### config.mk
export PLATFORM = sky130hd
export DESIGN_NAME = sexpr_char_lexer_top
export DESIGN_NICKNAME = d
export VERILOG_FILES = /design/src/design/sexpr_lex_pkg.sv /design/src/design/sexpr_lex_core.sv /design/src/design/sexpr_lex_obuf.sv /design/src/design/sexpr_char_lexer_top.sv
export SDC_FILE = /design/constraint.sdc
export NUM_CORES = 1
export LEC_CHECK = 0
export ABC_AREA = 0
export BUFFER_PORTS_ARGS = -buffer_cell sky130_fd_sc_hd__buf_2
export CAP_MARGIN = 20
export CORE_MARGIN = 8
export CORE_UTILIZATION = 40
export CTS_CLUSTER_SIZE = 30
export DETAILED_ROUTE_END_ITERATION = 6
export PLACE_DENSITY = 0.61
export SYNTH_ARGS = -nofsm -noshare
export SYNTH_HDL_FRONTEND = slang
export SYNTH_SLANG_ARGS = --single-unit
export TNS_END_PERCENT = 5
### constraint.sdc
create_clock -name clk_i -period 6.4 [get_ports clk_i]
set_input_delay 1.28 -clock clk_i [delete_from_list [all_inputs] [get_ports clk_i]]
set_output_delay 1.28 -clock clk_i [all_outputs]
set_load 0.1 [all_outputs]
### src/design/sexpr_lex_pkg.sv
`timescale 1ns / 1ps
// ----------------------------------------------------------------------------
// sexpr_lex_pkg
// Types, codes and character-class helpers for the s-expression lexer.
// ----------------------------------------------------------------------------
package sexpr_lex_pkg;

  localparam int unsigned NUM_PUNCT = 19;

  localparam logic [4:0] KIND_OPEN   = 5'd0;
  localparam logic [4:0] KIND_CLOSE  = 5'd1;
  localparam logic [4:0] KIND_STRING = 5'd19;
  localparam logic [4:0] KIND_ATOM   = 5'd20;
  localparam logic [4:0] KIND_NUMBER = 5'd21;

  localparam logic [7:0] QUOTE_CODE = 8'd39;
  localparam logic [7:0] DOT_CODE   = 8'd46;

  // ( ) [ ] { } ! @ # $ % ^ & * - + ? : ;  -> kinds 0..18
  localparam logic [7:0] PUNCT_CODES [NUM_PUNCT] = '{
    8'd40, 8'd41, 8'd91, 8'd93, 8'd123, 8'd125, 8'd33, 8'd64, 8'd35, 8'd36,
    8'd37, 8'd94, 8'd38, 8'd42, 8'd45, 8'd43, 8'd63, 8'd58, 8'd59
  };

  typedef enum logic [3:0] {
    MODE_IDLE = 4'b0001,
    MODE_STR  = 4'b0010,
    MODE_ATOM = 4'b0100,
    MODE_NUM  = 4'b1000
  } lex_mode_e;

  // Packed so the last field (token_kind) lands in the low bits of tdata.
  typedef struct packed {
    logic       err;
    logic       token_done;
    logic [7:0] text_char;
    logic       has_char;
    logic [4:0] token_kind;
  } res_t;

  typedef struct packed {
    logic [1:0] cnt;   // results produced by this beat, 0..2
    res_t       r1;
    res_t       r0;
  } step_t;

  typedef struct packed {
    logic last;
    res_t res;
  } obuf_ent_t;

  typedef struct packed {
    logic      vld;
    lex_mode_e mode;
    res_t      res;
  } idle_lex_t;

  function automatic res_t mk_res(logic [4:0] kind, logic has, logic [7:0] ch,
                                  logic done, logic err);
    res_t r;
    r.token_kind = kind;
    r.has_char   = has;
    r.text_char  = ch;
    r.token_done = done;
    r.err        = err;
    return r;
  endfunction

  function automatic logic is_space(logic [7:0] c);
    return (c == 8'd32) || (c >= 8'd9 && c <= 8'd13);
  endfunction

  function automatic logic is_alpha(logic [7:0] c);
    return (c >= 8'd65 && c <= 8'd90) || (c >= 8'd97 && c <= 8'd122);
  endfunction

  function automatic logic is_digit(logic [7:0] c);
    return (c >= 8'd48 && c <= 8'd57);
  endfunction

endpackage

### src/design/sexpr_lex_core.sv
`timescale 1ns / 1ps
// ----------------------------------------------------------------------------
// sexpr_lex_core
// Lexer state and the per-character decode producing up to two results.
// ----------------------------------------------------------------------------
module sexpr_lex_core (
  input  logic                 clk_i,
  input  logic                 rst_ni,
  input  logic                 step_i,
  input  logic                 func_i,
  input  logic [7:0]           char_i,
  output sexpr_lex_pkg::step_t step_o
);
  import sexpr_lex_pkg::*;

  lex_mode_e mode_q, mode_d;
  logic      started_q, started_d;

  // Fresh lex of one byte outside any token.
  function automatic idle_lex_t lex_idle(logic [7:0] c);
    idle_lex_t o;
    logic      hit;
    logic [4:0] idx;
    hit = 1'b0;
    idx = '0;
    for (int i = 0; i < NUM_PUNCT; i++) begin
      if (PUNCT_CODES[i] == c) begin
        hit = 1'b1;
        idx = 5'(i);
      end
    end
    o.vld  = 1'b1;
    o.mode = MODE_IDLE;
    o.res  = '0;
    priority if (is_space(c)) begin
      o.vld = 1'b0;
    end else if (hit) begin
      o.res = mk_res(idx, 1'b0, 8'd0, 1'b1, 1'b0);
    end else if (c == QUOTE_CODE) begin
      o.vld  = 1'b0;
      o.mode = MODE_STR;
    end else if (is_alpha(c)) begin
      o.mode = MODE_ATOM;
      o.res  = mk_res(KIND_ATOM, 1'b1, c, 1'b0, 1'b0);
    end else if (is_digit(c) || c == DOT_CODE) begin
      o.mode = MODE_NUM;
      o.res  = mk_res(KIND_NUMBER, 1'b1, c, 1'b0, 1'b0);
    end else begin
      o.res = mk_res(KIND_OPEN, 1'b0, c, 1'b1, 1'b1);
    end
    return o;
  endfunction

  lex_mode_e mode_eff;
  idle_lex_t il;
  logic      open_v, a_v, b_v;
  res_t      a_res, b_res, open_res;

  always_comb begin
    open_v   = !started_q;
    mode_eff = started_q ? mode_q : MODE_IDLE;
    open_res = mk_res(KIND_OPEN, 1'b0, 8'd0, 1'b1, 1'b0);
    il       = lex_idle(char_i);
    a_v      = 1'b0;
    b_v      = 1'b0;
    a_res    = '0;
    b_res    = '0;
    mode_d   = mode_eff;
    started_d = 1'b1;

    if (func_i) begin
      // end of text: close pending token, then the closing paren
      b_v       = 1'b1;
      b_res     = mk_res(KIND_CLOSE, 1'b0, 8'd0, 1'b1, 1'b0);
      mode_d    = MODE_IDLE;
      started_d = 1'b0;
      unique case (mode_eff)
        MODE_STR: begin
          a_v   = 1'b1;
          a_res = mk_res(KIND_STRING, 1'b0, 8'd0, 1'b1, 1'b1);
        end
        MODE_ATOM: begin
          a_v   = 1'b1;
          a_res = mk_res(KIND_ATOM, 1'b0, 8'd0, 1'b1, 1'b0);
        end
        MODE_NUM: begin
          a_v   = 1'b1;
          a_res = mk_res(KIND_NUMBER, 1'b0, 8'd0, 1'b1, 1'b0);
        end
        default: ;
      endcase
    end else begin
      unique case (mode_eff)
        MODE_STR: begin
          a_v = 1'b1;
          if (char_i == QUOTE_CODE) begin
            a_res  = mk_res(KIND_STRING, 1'b0, 8'd0, 1'b1, 1'b0);
            mode_d = MODE_IDLE;
          end else begin
            a_res = mk_res(KIND_STRING, 1'b1, char_i, 1'b0, 1'b0);
          end
        end
        MODE_ATOM: begin
          a_v = 1'b1;
          if (is_alpha(char_i) || is_digit(char_i)) begin
            a_res = mk_res(KIND_ATOM, 1'b1, char_i, 1'b0, 1'b0);
          end else begin
            a_res  = mk_res(KIND_ATOM, 1'b0, 8'd0, 1'b1, 1'b0);
            b_v    = il.vld;
            b_res  = il.res;
            mode_d = il.mode;
          end
        end
        MODE_NUM: begin
          a_v = 1'b1;
          if (is_digit(char_i) || char_i == DOT_CODE) begin
            a_res = mk_res(KIND_NUMBER, 1'b1, char_i, 1'b0, 1'b0);
          end else begin
            a_res  = mk_res(KIND_NUMBER, 1'b0, 8'd0, 1'b1, 1'b0);
            b_v    = il.vld;
            b_res  = il.res;
            mode_d = il.mode;
          end
        end
        default: begin
          a_v    = il.vld;
          a_res  = il.res;
          mode_d = il.mode;
        end
      endcase
    end

    // open, a, b in order; never all three at once
    step_o.cnt = 2'(open_v) + 2'(a_v) + 2'(b_v);
    step_o.r0  = open_v ? open_res : (a_v ? a_res : b_res);
    step_o.r1  = open_v ? (a_v ? a_res : b_res) : b_res;
  end

  always_ff @(posedge clk_i or negedge rst_ni) begin
    if (!rst_ni) begin
      mode_q    <= MODE_IDLE;
      started_q <= 1'b0;
    end else if (step_i) begin
      mode_q    <= mode_d;
      started_q <= started_d;
    end
  end

endmodule

### src/design/sexpr_lex_obuf.sv
`timescale 1ns / 1ps
// ----------------------------------------------------------------------------
// sexpr_lex_obuf
// Four-entry result queue: takes up to two results per beat, sends one.
// ----------------------------------------------------------------------------
module sexpr_lex_obuf (
  input  logic                 clk_i,
  input  logic                 rst_ni,
  input  logic                 push_i,
  input  sexpr_lex_pkg::step_t step_i,
  output logic                 room_o,
  output logic                 m_axis_tvalid,
  input  logic                 m_axis_tready,
  output logic [15:0]          m_axis_tdata,
  output logic                 m_axis_tlast
);
  import sexpr_lex_pkg::*;

  localparam int unsigned Depth = 4;
  localparam int unsigned PtrW  = $clog2(Depth);

  obuf_ent_t           ent_q [Depth];
  logic [PtrW-1:0]     wp_q, rp_q;
  logic [PtrW:0]       cnt_q, cnt_d;
  logic [PtrW+1:0]     fill;
  logic                pop;
  logic [PtrW-1:0]     wp1;

  assign fill   = {1'b0, cnt_q} + (PtrW+2)'(step_i.cnt);
  assign room_o = (fill <= (PtrW+2)'(Depth));
  assign pop    = m_axis_tvalid && m_axis_tready;
  assign wp1    = wp_q + 1'b1;

  assign m_axis_tvalid = (cnt_q != '0);
  assign m_axis_tdata  = ent_q[rp_q].res;
  assign m_axis_tlast  = ent_q[rp_q].last;

  always_comb begin
    cnt_d = cnt_q;
    if (push_i) cnt_d = cnt_d + (PtrW+1)'(step_i.cnt);
    if (pop)    cnt_d = cnt_d - 1'b1;
  end

  always_ff @(posedge clk_i or negedge rst_ni) begin
    if (!rst_ni) begin
      wp_q  <= '0;
      rp_q  <= '0;
      cnt_q <= '0;
    end else begin
      cnt_q <= cnt_d;
      if (push_i) wp_q <= wp_q + PtrW'(step_i.cnt);
      if (pop)    rp_q <= rp_q + 1'b1;
    end
  end

  always_ff @(posedge clk_i) begin
    if (push_i && step_i.cnt != 2'd0) begin
      ent_q[wp_q].res  <= step_i.r0;
      ent_q[wp_q].last <= (step_i.cnt == 2'd1);
    end
    if (push_i && step_i.cnt == 2'd2) begin
      ent_q[wp1].res  <= step_i.r1;
      ent_q[wp1].last <= 1'b1;
    end
  end

endmodule

### src/design/sexpr_char_lexer_top.sv
`timescale 1ns / 1ps
// ----------------------------------------------------------------------------
// sexpr_char_lexer_top
// Streaming s-expression lexer: one source byte per beat in, token beats out.
// ----------------------------------------------------------------------------
// Usage:
//   Slave side: s_axis_tdata carries the source byte, s_axis_tuser marks the
//   end of text (1) versus an ordinary character (0; tdata ignored at end).
//   Master side: one beat per token result; tlast flags the final result
//   caused by a given input beat. Inputs that give no result (whitespace,
//   an opening quote) produce no output beat.
//   First byte of a text is preceded by an implicit '(' token; end of text
//   flushes any pending atom/number/string and then emits an implicit ')'.
// Timing:
//   Input beat is registered, decoded combinationally and written to a 4-entry
//   result queue; the first result is offered from the queue register once
//   the decode has written it there.
//   Sustained rate is one input beat per cycle while each yields at most one
//   result and m_axis_tready stays high; the output port sends one result per
//   cycle, so the queue absorbs the extra result of a beat giving two.
//   s_axis_tready depends only on registered state (queue fill, input reg).
// Reset: queue emptied, lexer idle with no opening token sent yet.
// Stall: when m_axis_tready is low the queue fills; once it lacks room for
//   the decoded beat's results, the input register holds and tready drops.
// ----------------------------------------------------------------------------
module sexpr_char_lexer_top (
  input  logic        clk_i,
  input  logic        rst_ni,
  input  logic        s_axis_tvalid,
  output logic        s_axis_tready,
  input  logic [7:0]  s_axis_tdata,   // [7:0] char_code
  input  logic        s_axis_tuser,   // [0] func (1 = end of text)
  output logic        m_axis_tvalid,
  input  logic        m_axis_tready,
  output logic [15:0] m_axis_tdata,   // [4:0] token_kind, [5] has_char,
                                      // [13:6] text_char, [14] token_done,
                                      // [15] error
  output logic        m_axis_tlast    // last result of this input beat
);
  import sexpr_lex_pkg::*;

  logic       in_vld_q;
  logic       in_func_q;
  logic [7:0] in_char_q;
  logic       step;
  logic       room;
  step_t      step_res;

  // decode fires when the queue can take every result of this beat
  assign step          = in_vld_q && room;
  assign s_axis_tready = !in_vld_q || step;

  always_ff @(posedge clk_i or negedge rst_ni) begin
    if (!rst_ni) begin
      in_vld_q <= 1'b0;
    end else if (s_axis_tvalid && s_axis_tready) begin
      in_vld_q <= 1'b1;
    end else if (step) begin
      in_vld_q <= 1'b0;
    end
  end

  // payload only, no reset needed
  always_ff @(posedge clk_i) begin
    if (s_axis_tvalid && s_axis_tready) begin
      in_func_q <= s_axis_tuser;
      in_char_q <= s_axis_tdata;
    end
  end

  sexpr_lex_core u_core (
    .clk_i  (clk_i),
    .rst_ni (rst_ni),
    .step_i (step),
    .func_i (in_func_q),
    .char_i (in_char_q),
    .step_o (step_res)
  );

  sexpr_lex_obuf u_obuf (
    .clk_i         (clk_i),
    .rst_ni        (rst_ni),
    .push_i        (step),
    .step_i        (step_res),
    .room_o        (room),
    .m_axis_tvalid (m_axis_tvalid),
    .m_axis_tready (m_axis_tready),
    .m_axis_tdata  (m_axis_tdata),
    .m_axis_tlast  (m_axis_tlast)
  );

endmodule

==> results.toml, run 1 <==
[sta]
setup_violations = 0
fmax_mhz = 166.2
rsz0062_at_grt = "no"
finalCritPeriodShare_pct = 94.01
hold_viol = 0
worstMarginPinSlew_ns = 1.075
period_needed_ns = 6.016
relSlewSlack_pct = 27.35
finClkSkew_ns = 0.009781
tns_ns = 0
finalMaxSlewViolations = 0

[place]
io_buffer_count = 31
place.gp.congestion = 0.9280
place_area_sq_um = 5761
hpwlAfterDp_microns = 9890

[synthesis]
synth_edf_count = 73
ys_types = 83
synth_top_area_share_pct = 40.36
ys_ff_latch = 90
postSynthCellCount = 491
syn_area_per_cell_sq_um = 11.06
async_reset_ff_share_pct = 14.44
synth_nets = 510
ys_warn_count = 0
syn_area_sq_um = 5431
yosys.area.top_type = "edfxtp_1"
yosys_most_used_dff = "edfxtp_1"
synth-seq-area-share_pct = 47.85
synth_area_leaders = "edfxtp_1 (40%), mux4_2 (7.0%), dfrtp_1 (5.5%)"

[finish]
layout-drive-gt1-share_pct = 19.23
fin_area_sq_um = 6057
fill_cells = 1269
area_delta_synth_final_pct = 11.52
multi_input_area_sq_um = 2689
nets = 534
register_area_sq_um = 2599
num_antenna_cells = 0

[global_route]
grt_pass1_wl_microns = 21960
grt_max_degree = 35
first_global_vias = 4092
grt_use_total_pct = 15.51
antenna_found_initial = 0
grt_overflow = 0

[critical_path]
r2r_cells = 16
ff2ff_setup_slack_ns = 0.76
worst_r2r_endpoint = "u_obuf.ent_q[0][6]$_DFFE_PP_"
endpoint_kind = "output port"
cp_top_family = "compound AO/OA/AOI/OAI gates"
crit_path_max_incr_delay_ns = 0.68
crit_type = "flop to output port"
crit_path_max_fanout = 18
cp-start-kind = "flop"
cp_num_buf_inv = 2
required_ns = 5.12
cpMaxStageDelayCell = "edfxtp_1"
worstPathCellList = "nand2_1 -> o21ai_0 -> o21ai_1 -> o22ai_2 -> a21oi_1 -> fa_1 -> inv_1 -> ha_1 -> fa_1 -> xnor2_1 -> o22ai_1 -> nand2_1 -> buf_2"
worstPathArrival_ns = 4.74
regToRegStartpoint = "in_char_q[4]$_DFFE_PP_"

[clock_network]
h-tree-depth = 3
cts_hold_buf = 0
cts.sinks = 90
post_cts_buffers = 0
tritoncts = "yes"
clk_pin_slew_worst_paths_ns = 0.07
clk_latency_ns = 0.35
cts_buffer_depth = 2
cts_resized = 0
cts-root-buf = "clkbuf_16"
numCtsBuffers = 9

[detailed_routing]
first_pass_iters = 5
drc_errors = 0
wirelength_microns = 13340
drt_iter0_markers = 563
dr_total_vias = 4208
vias_per_cell = 6.046
ant_nets = 0
wire_per_inst_microns = 19.17

[status]
status = "completed"

[die]
num_rows = 42
die_h_microns = 132.5
ios = 32
coreArea_sq_um = 13240
die_w_microns = 132.5
initial_utilization_pct = 41.01
dieArea_sq_um = 17560

[hold_path]
hp-class = "flop to flop"
holdPathEnd = "u_obuf.ent_q[2][16]$_SDFFE_PN1P_"
worstHoldStart = "u_obuf.ent_q[2][16]$_SDFFE_PN1P_"
whs_path_depth = 2

[run]
cap_violations = 0
[cell families (layout without fill, tap and decap cells)]
group / after synthesis / after routing / share of synthesized area, %
compound gates: 136 / 136 / 18.52
flops: 90 / 90 / 47.85
buf+inv: 35 / 64 / 2.649
xor+xnor: 9 / 9 / 1.451
simple gates: 193 / 193 / 19.88
mux: 22 / 22 / 7.994
fa+ha+maj: 6 / 6 / 1.659
[state kept, by name, indices dropped and copies added, names as in the netlist, 2 cells and up]
| name | flops |
|---|---|
| u_obuf.cnt_q | 3 |
| in_char_q | 8 |
| u_obuf.rp_q | 2 |
| u_obuf.wp_q | 2 |
| u_core.mode_q | 4 |
| u_obuf.ent_q | 68 |
[worst max path at each step]
stage | start | slack (ns) | end | depth (start not counted)
4_1_cts | in_char_q[4]$_DFFE_PP_ | 0.41 | s_axis_tready | 13
3_3_place_gp | in_char_q[0]$_DFFE_PP_ | 0.94 | s_axis_tready | 13
6_report | in_char_q[4]$_DFFE_PP_ | 0.38 | s_axis_tready | 13
3_5_place_dp | in_char_q[4]$_DFFE_PP_ | 0.82 | s_axis_tready | 13
2_1_floorplan | u_core.started_q$_DFFE_PN0N_ | 1.19 | s_axis_tready | 11
5_1_grt | in_char_q[0]$_DFFE_PP_ | 0.10 | s_axis_tready | 13
[worst register-to-register path, delay by kind of cell (launching register included)]
family,cells,cell delay [ns]
flops,1,0.68
simple gates,4,1.21
fa+ha+maj,3,1.24
xor+xnor,1,0.26
compound gates,5,1.35
buf+inv,3,0.59
[placed cells by master, fill, tap and decap left out, types with 6 or more instances in the layout]
cell	netlist	layout
a21oi_1	27	27
and2_1	16	16
and3_1	7	7
buf_2	6	31
buf_4	1	9
clkbuf_16	0	9
dfrtp_1	12	12
edfxtp_1	73	73
inv_1	8	8
mux4_2	17	17
nand2_1	59	59
nand2b_1	6	6
nand3_1	16	16
nor2_1	30	30
nor2b_1	9	9
nor3_1	8	8
o211ai_1	8	8
o21ai_0	13	13
o22ai_1	27	27
xnor2_1	8	8
[through the flow]
step | util, % | hold slack (ns) | setup slack [ns] | std cells
final | 45.74 | 0.4920 | 0.3836 | 696
after CTS | 45.74 | 0.4950 | 0.4149 | 696
after detailed placement | 43.50 | 0.4791 | 0.8235 | 680
after global placement | 43.50 | 0.4781 | 0.9390 | 680
after global routing | 45.74 | 0.5156 | 0.1029 | 696
after floorplan | - | 0.4497 | 1.195 | 491
[area by class of cell]
class | count | area share [%]
timing repair buffer | 40 | 3.677
multi-input combinational | 366 | 44.39
clock buffer | 11 | 3.842
inverter | 8 | 0.4958
sequential | 90 | 42.90
clock inverter | 5 | 1.054
tap | 176 | 3.636
[routing by layer]
layer / vias to the layer above / wire (microns) / track usage, %
li1: 1969 / - / -
met1: 2032 / 6029 / 20.67
met2: 189 / 6093 / 23.39
met3: 18 / 866 / 2.952
met4: 0 / 352 / 8.328
met5: - / 0 / 0
[synthesized netlist by cell type, types with 9 or more instances]
library cell,instances
edfxtp_1,73
mux4_2,17
clkbuf_1,18
o21ai_0,13
nor2b_1,9
and2_1,16
a21oi_1,27
nor2_1,30
o22ai_1,27
nand3_1,16
nand2_1,59
dfrtp_1,12
Power of run 1 is left out: the tool's default activity adds up to more than one toggle a clock period on the data nets, which glitch-free logic cannot reach.
==> inputs of run 2 (changes only) <==
==> constraint.sdc (replaced) <==
create_clock -name clk_i -period 7.7 [get_ports clk_i]
set_input_delay 1.54 -clock clk_i [delete_from_list [all_inputs] [get_ports clk_i]]
set_output_delay 1.54 -clock clk_i [all_outputs]
set_load 0.1 [all_outputs]
==> run 2 against run 1 <==
Worst setup slack gained 0.63 ns. Count of clock-buffer cells in the layout decreased by 2. Global-route usage down 0.19 points. Highest routed layer unchanged.
==> results.toml, run 2 (synthesis results as in run 1) <==
[global_route]
grt_max_degree = 36
antenna_found_initial = 0
grt_use_total_pct = 15.32
grt_overflow = 0
grt_pass1_wl_microns = 21620
first_global_vias = 4013

[clock_network]
post_cts_buffers = 0
clk_latency_ns = 0.35
h-tree-depth = 3
cts-root-buf = "clkbuf_16"
cts.sinks = 90
cts_hold_buf = 0
cts_resized = 0
clk_pin_slew_worst_paths_ns = 0.06
numCtsBuffers = 9
cts_buffer_depth = 2
tritoncts = "yes"

[critical_path]
crit_type = "flop to output port"
required_ns = 6.16
worstPathArrival_ns = 5.15
cp-start-kind = "flop"
crit_path_max_fanout = 35
endpoint_kind = "output port"

[finish]
layout_commonest_cell = "edfxtp_1"
largest_reg_flops = 68
final_cell_mix = "edfxtp_1 (73), nand2_1 (59), buf_2 (31)"
num_antenna_cells = 0
nets = 527
area_delta_synth_final_pct = 10.32
fill_cells = 1268
reg.largest.list = "u_obuf.ent_q (68), in_char_q (8), u_core.mode_q (4)"
largest-register = "u_obuf.ent_q"
layout-drive-gt1-share_pct = 18.52

[die]
num_rows = 42
die_w_microns = 132.5
ios = 32
die_h_microns = 132.5
coreArea_sq_um = 13240
initial_utilization_pct = 41.01
dieArea_sq_um = 17560

[sta]
tns_ns = 0
setup_violations = 0
finClkSkew_ns = 0.008629
relSlewSlack_pct = 30.66
fmax_mhz = 149.5
finalCritPeriodShare_pct = 86.86
finalMaxSlewViolations = 0
rsz0062_at_grt = "no"
hold_viol = 0
worstMarginPinSlew_ns = 1.026
period_needed_ns = 6.688

[run]
cap_violations = 0

[place]
place.gp.congestion = 0.9553
io_buffer_count = 31
hpwlAfterDp_microns = 9812

[detailed_routing]
first_pass_iters = 5
drc_errors = 0
vias_per_cell = 6.094
wirelength_microns = 13560
dr_total_vias = 4199
drt_iter0_markers = 400
wire_per_inst_microns = 19.68
ant_nets = 0

[status]
status = "completed"

[hold_path]
hp-class = "flop to flop"
## run 2: area by class of cell
cell class              count  area (sq um)  area share [%]
flip-flops and latches     90          2599           43.37
clock inverters             7         58.81          0.9814
inverters                   8         30.03          0.5011
well taps                 176         220.2           3.675
multi-input cells         366          2689           44.87
repair buffers             33         170.2           2.840
clock buffers               9         225.2           3.759
## run 2: routing by layer
layer / up-vias / share of wire (%) / GRT usage [%]
li1: 1955 / - / -
met1: 2072 / 47 / 20.19
met4: 0 / 1.3 / 4.606
met2: 157 / 46 / 24.01
met5: - / 0 / 0
met3: 15 / 6.3 / 4.239
## run 2: worst paths after layout
path | to | from | slack [ns] | cells past startpoint
max | s_axis_tready | u_core.started_q$_DFFE_PN0N_ | 1.01 | 12
min | u_core.mode_q[0]$_DFFE_PN1N_ | u_core.mode_q[0]$_DFFE_PN1N_ | 0.48 | 2
max reg2reg | u_obuf.ent_q[0][11]$_DFFE_PP_ | u_core.started_q$_DFFE_PN0N_ | 1.44 | 14
min reg2reg | u_core.mode_q[0]$_DFFE_PN1N_ | u_core.mode_q[0]$_DFFE_PN1N_ | 0.48 | 2
max in group asynchronous | u_core.mode_q[0]$_DFFE_PN1N_ | rst_ni | 6.35 | 1
min in group asynchronous | u_obuf.cnt_q[1]$_DFF_PN0_ | rst_ni | 1.06 | 1
## run 2: through the flow
step / setup slack (ns) / std cells / instance area [sq um] / hold slack [ns] / util [%]
final: 1.012 / 689 / 5992 / 0.4844 / 45.25
after global routing: 0.6445 / 689 / 5992 / 0.5108 / 45.25
after CTS: 1.033 / 689 / 5992 / 0.4883 / 45.25
after detailed placement: 1.431 / 673 / 5708 / 0.4781 / 43.10
after global placement: 1.599 / 673 / 5708 / 0.4772 / 43.10
after floorplan: 2.235 / 491 / 5431 / 0.4497 / -
## run 2: worst max-delay path: stages, from the launching register on
cell	delay (ns)
dfrtp_1	1.02
nand2b_2	0.21
or4b_2	0.72
o22ai_2	0.42
a21oi_1	0.16
fa_1	0.61
inv_1	0.12
ha_1	0.22
fa_1	0.41
xnor2_1	0.25
o22ai_1	0.11
nand2_1	0.10
buf_2	0.43
Power of run 2 is left out for the same reason.
==> inputs of run 3 (changes only) <==
--- a/config.mk
+++ b/config.mk
@@ -15,5 +15,6 @@
 export PLACE_DENSITY = 0.61
 export SYNTH_ARGS = -nofsm -noshare
 export SYNTH_HDL_FRONTEND = slang
+export SYNTH_HIERARCHICAL = 1
 export SYNTH_SLANG_ARGS = --single-unit
 export TNS_END_PERCENT = 5
==> run 3 against run 2 <==
Clock skew fell by 0.0034 ns. Worst setup slack got worse by 0.21 ns. Core utilization barely moved. Sequential cell count did not move. Count of clock-buffer cells in the layout did not move. First-iteration DRC count rose by 14%. Worst hold slack improved by 0.0046 ns. Register-to-register slack got worse by 0.20 ns. Final cell count fell by 2.9%. Critical path type unchanged. Sequential share of layout area fell by 0.14 points. Via count fell by 4.0%. Global-route usage barely moved. Critical endpoint unchanged.
==> results.toml, run 3 <==
[hold_path]
worstHoldStart = "u_obuf/rp_q[0]$_DFFE_PN0P_"
whs_path_depth = 1
hp-class = "flop to flop"
holdPathEnd = "u_obuf/rp_q[0]$_DFFE_PN0P_"

[synthesis]
synth-seq-area-share_pct = 47.38
synth_simple_gate_area_share_pct = 15.58
synth_top_area_share_pct = 39.96
ys_types = 83
synth-compound-area-share_pct = 20.85
synth_top_family_by_area = "compound AO/OA/AOI/OAI gates"
ys_ff_latch = 90
synth_nets = 487
synth_xor_area_share_pct = 1.597
syn_area_per_cell_sq_um = 11.72
synth_commonest_cells = "edfxtp_1 (73), a22o_1 (53), nor2_1 (30)"
yosys.area.top_type = "edfxtp_1"
synth_edf_count = 73
synth_most_common_cell = "edfxtp_1"
postSynthCellCount = 468
syn_area_sq_um = 5485
async_reset_ff_share_pct = 14.44
ys_warn_count = 6
yosys_most_used_dff = "edfxtp_1"
synth_area_leaders = "edfxtp_1 (40%), a22o_1 (8.5%), mux4_2 (7.0%)"
synthAdderAreaFrac_pct = 1.642
synth_mux_area_share_pct = 7.938

[finish]
nets = 508
final_cell_mix = "edfxtp_1 (73), a22o_1 (53), buf_2 (31)"
reg.largest.list = "u_obuf/ent_q (68), in_char_q (8), u_core/mode_q (4)"
num_antenna_cells = 0
largest_reg_flops = 68
largest-register = "u_obuf/ent_q"
fill_cells = 1220
layout-drive-gt1-share_pct = 24.34
multi_input_area_sq_um = 2611
area_delta_synth_final_pct = 9.580
layout_commonest_cell = "edfxtp_1"
register_area_sq_um = 2599

[clock_network]
h-tree-depth = 3
numCtsBuffers = 9
clk_latency_ns = 0.35
cts-root-buf = "clkbuf_16"
clk_pin_slew_worst_paths_ns = 0.06
cts_resized = 0
cts_hold_buf = 0
cts.sinks = 90
cts_buffer_depth = 2
tritoncts = "yes"
post_cts_buffers = 0

[global_route]
grt_pass1_wl_microns = 21830
first_global_vias = 4075
grt_overflow = 0
grt_use_total_pct = 15.36
grt_max_degree = 26
antenna_found_initial = 0

[critical_path]
worstSetupStartpoint = "in_char_q[4]$_DFFE_PP_"
cp-start-kind = "flop"
crit_path_max_fanout = 18
regToRegStartpoint = "in_char_q[4]$_DFFE_PP_"
crit_type = "flop to output port"
ff2ff_setup_slack_ns = 1.24
required_ns = 6.16
endpoint_kind = "output port"
worst_r2r_endpoint = "u_obuf/ent_q[2][13]$_DFFE_PP_"
worstPathArrival_ns = 5.36
r2r_cells = 19

[place]
place.gp.congestion = 0.9157
hpwlAfterDp_microns = 9281
io_buffer_count = 31

[sta]
finClkSkew_ns = 0.005265
fmax_mhz = 145.0
rsz0062_at_grt = "no"
tns_ns = 0
setup_violations = 0
relSlewSlack_pct = 37.40
worstMarginPinSlew_ns = 0.9390
finalMaxSlewViolations = 0
finalCritPeriodShare_pct = 89.56
hold_viol = 0
period_needed_ns = 6.896

[die]
num_rows = 42
die_h_microns = 133.1
ios = 32
initial_utilization_pct = 41.26
dieArea_sq_um = 17720
die_w_microns = 133.1
coreArea_sq_um = 13300

[detailed_routing]
wire_per_inst_microns = 20.00
drc_errors = 0
drt_iter0_markers = 454
ant_nets = 0
first_pass_iters = 5
dr_total_vias = 4029
vias_per_cell = 6.022
wirelength_microns = 13380

[status]
status = "completed"

[run]
cap_violations = 0
==> run 3: cell types whose count changed in the layout (fill, tap and decap cells not counted), sizes merged, moves of 5 or more <==
cell | previous run | this run
a22o | 4 | 65
nand2 | 59 | 25
buf | 33 | 42
a211oi | 0 | 6
and3 | 9 | 4
nor4b | 5 | 0
o211ai | 8 | 3
o22ai | 28 | 5
and2 | 17 | 3
inv | 11 | 21
a21oi | 27 | 11
==> run 3: logic make-up after synthesis <==
kind of cell,count (synthesis)
fa+ha+maj,6
xor+xnor,10
buf+inv,52
flops,90
simple gates,145
mux,22
compound gates,143
==> run 3: metrics by stage <==
stage               instances  hold slack (ns)  worst slack, ns  util [%]  instance area (sq um)
detailed placement        654           0.4806            1.227     43.20                   5743
finish                    669           0.4891           0.8039     45.21                   6011
global route              669           0.5281           0.5265     45.21                   6011
floorplan                 468           0.4533            1.733         -                   5485
global placement          654           0.4804            1.336     43.20                   5743
CTS                       669           0.4918           0.8223     45.21                   6011
==> run 3: critical path: stages (launching register included) <==
cell	delay (ns)
edfxtp_1	0.64
or4b_4	0.61
or3_1	0.34
a32oi_2	0.38
or2_2	0.21
nand2_2	0.07
inv_1	0.07
fa_1	0.41
inv_1	0.26
ha_1	0.23
inv_1	0.06
fa_1	0.51
nand2b_1	0.08
a221o_1	0.32
a22oi_1	0.23
nand2b_4	0.18
buf_2	0.42
==> run 3: cell type report <==
| class | count | area share (%) |
|---|---|---|
| clock inverter | 6 | 0.7077 |
| timing repair buffer | 42 | 3.955 |
| tap | 176 | 3.664 |
| clock buffer | 9 | 3.747 |
| sequential | 90 | 43.23 |
| multi-input combinational | 326 | 43.44 |
| inverter | 20 | 1.249 |
==> run 3: layer usage <==
layer	up-vias	GRT usage [%]	routed length, microns	part of all wire [%]
li1	1880	-	-	-
met1	1998	19.60	6202	46
met2	137	25.26	6343	47
met3	14	3.346	643	4.8
met4	0	5.303	189	1.4
met5	-	0	0	0
==> run 3: how the worst max path moves through the flow <==
stage                                         endpoint  slack [ns]  cells after the start
after floorplan           u_obuf/ent_q[1][0]$_DFFE_PP_        1.73                     18
after global placement                   s_axis_tready        1.34                     16
after detailed placement                 s_axis_tready        1.23                     16
after CTS                                s_axis_tready        0.82                     16
after global routing                     s_axis_tready        0.53                     16
final                                    s_axis_tready        0.80                     16
Power of run 3 is left out for the same reason.
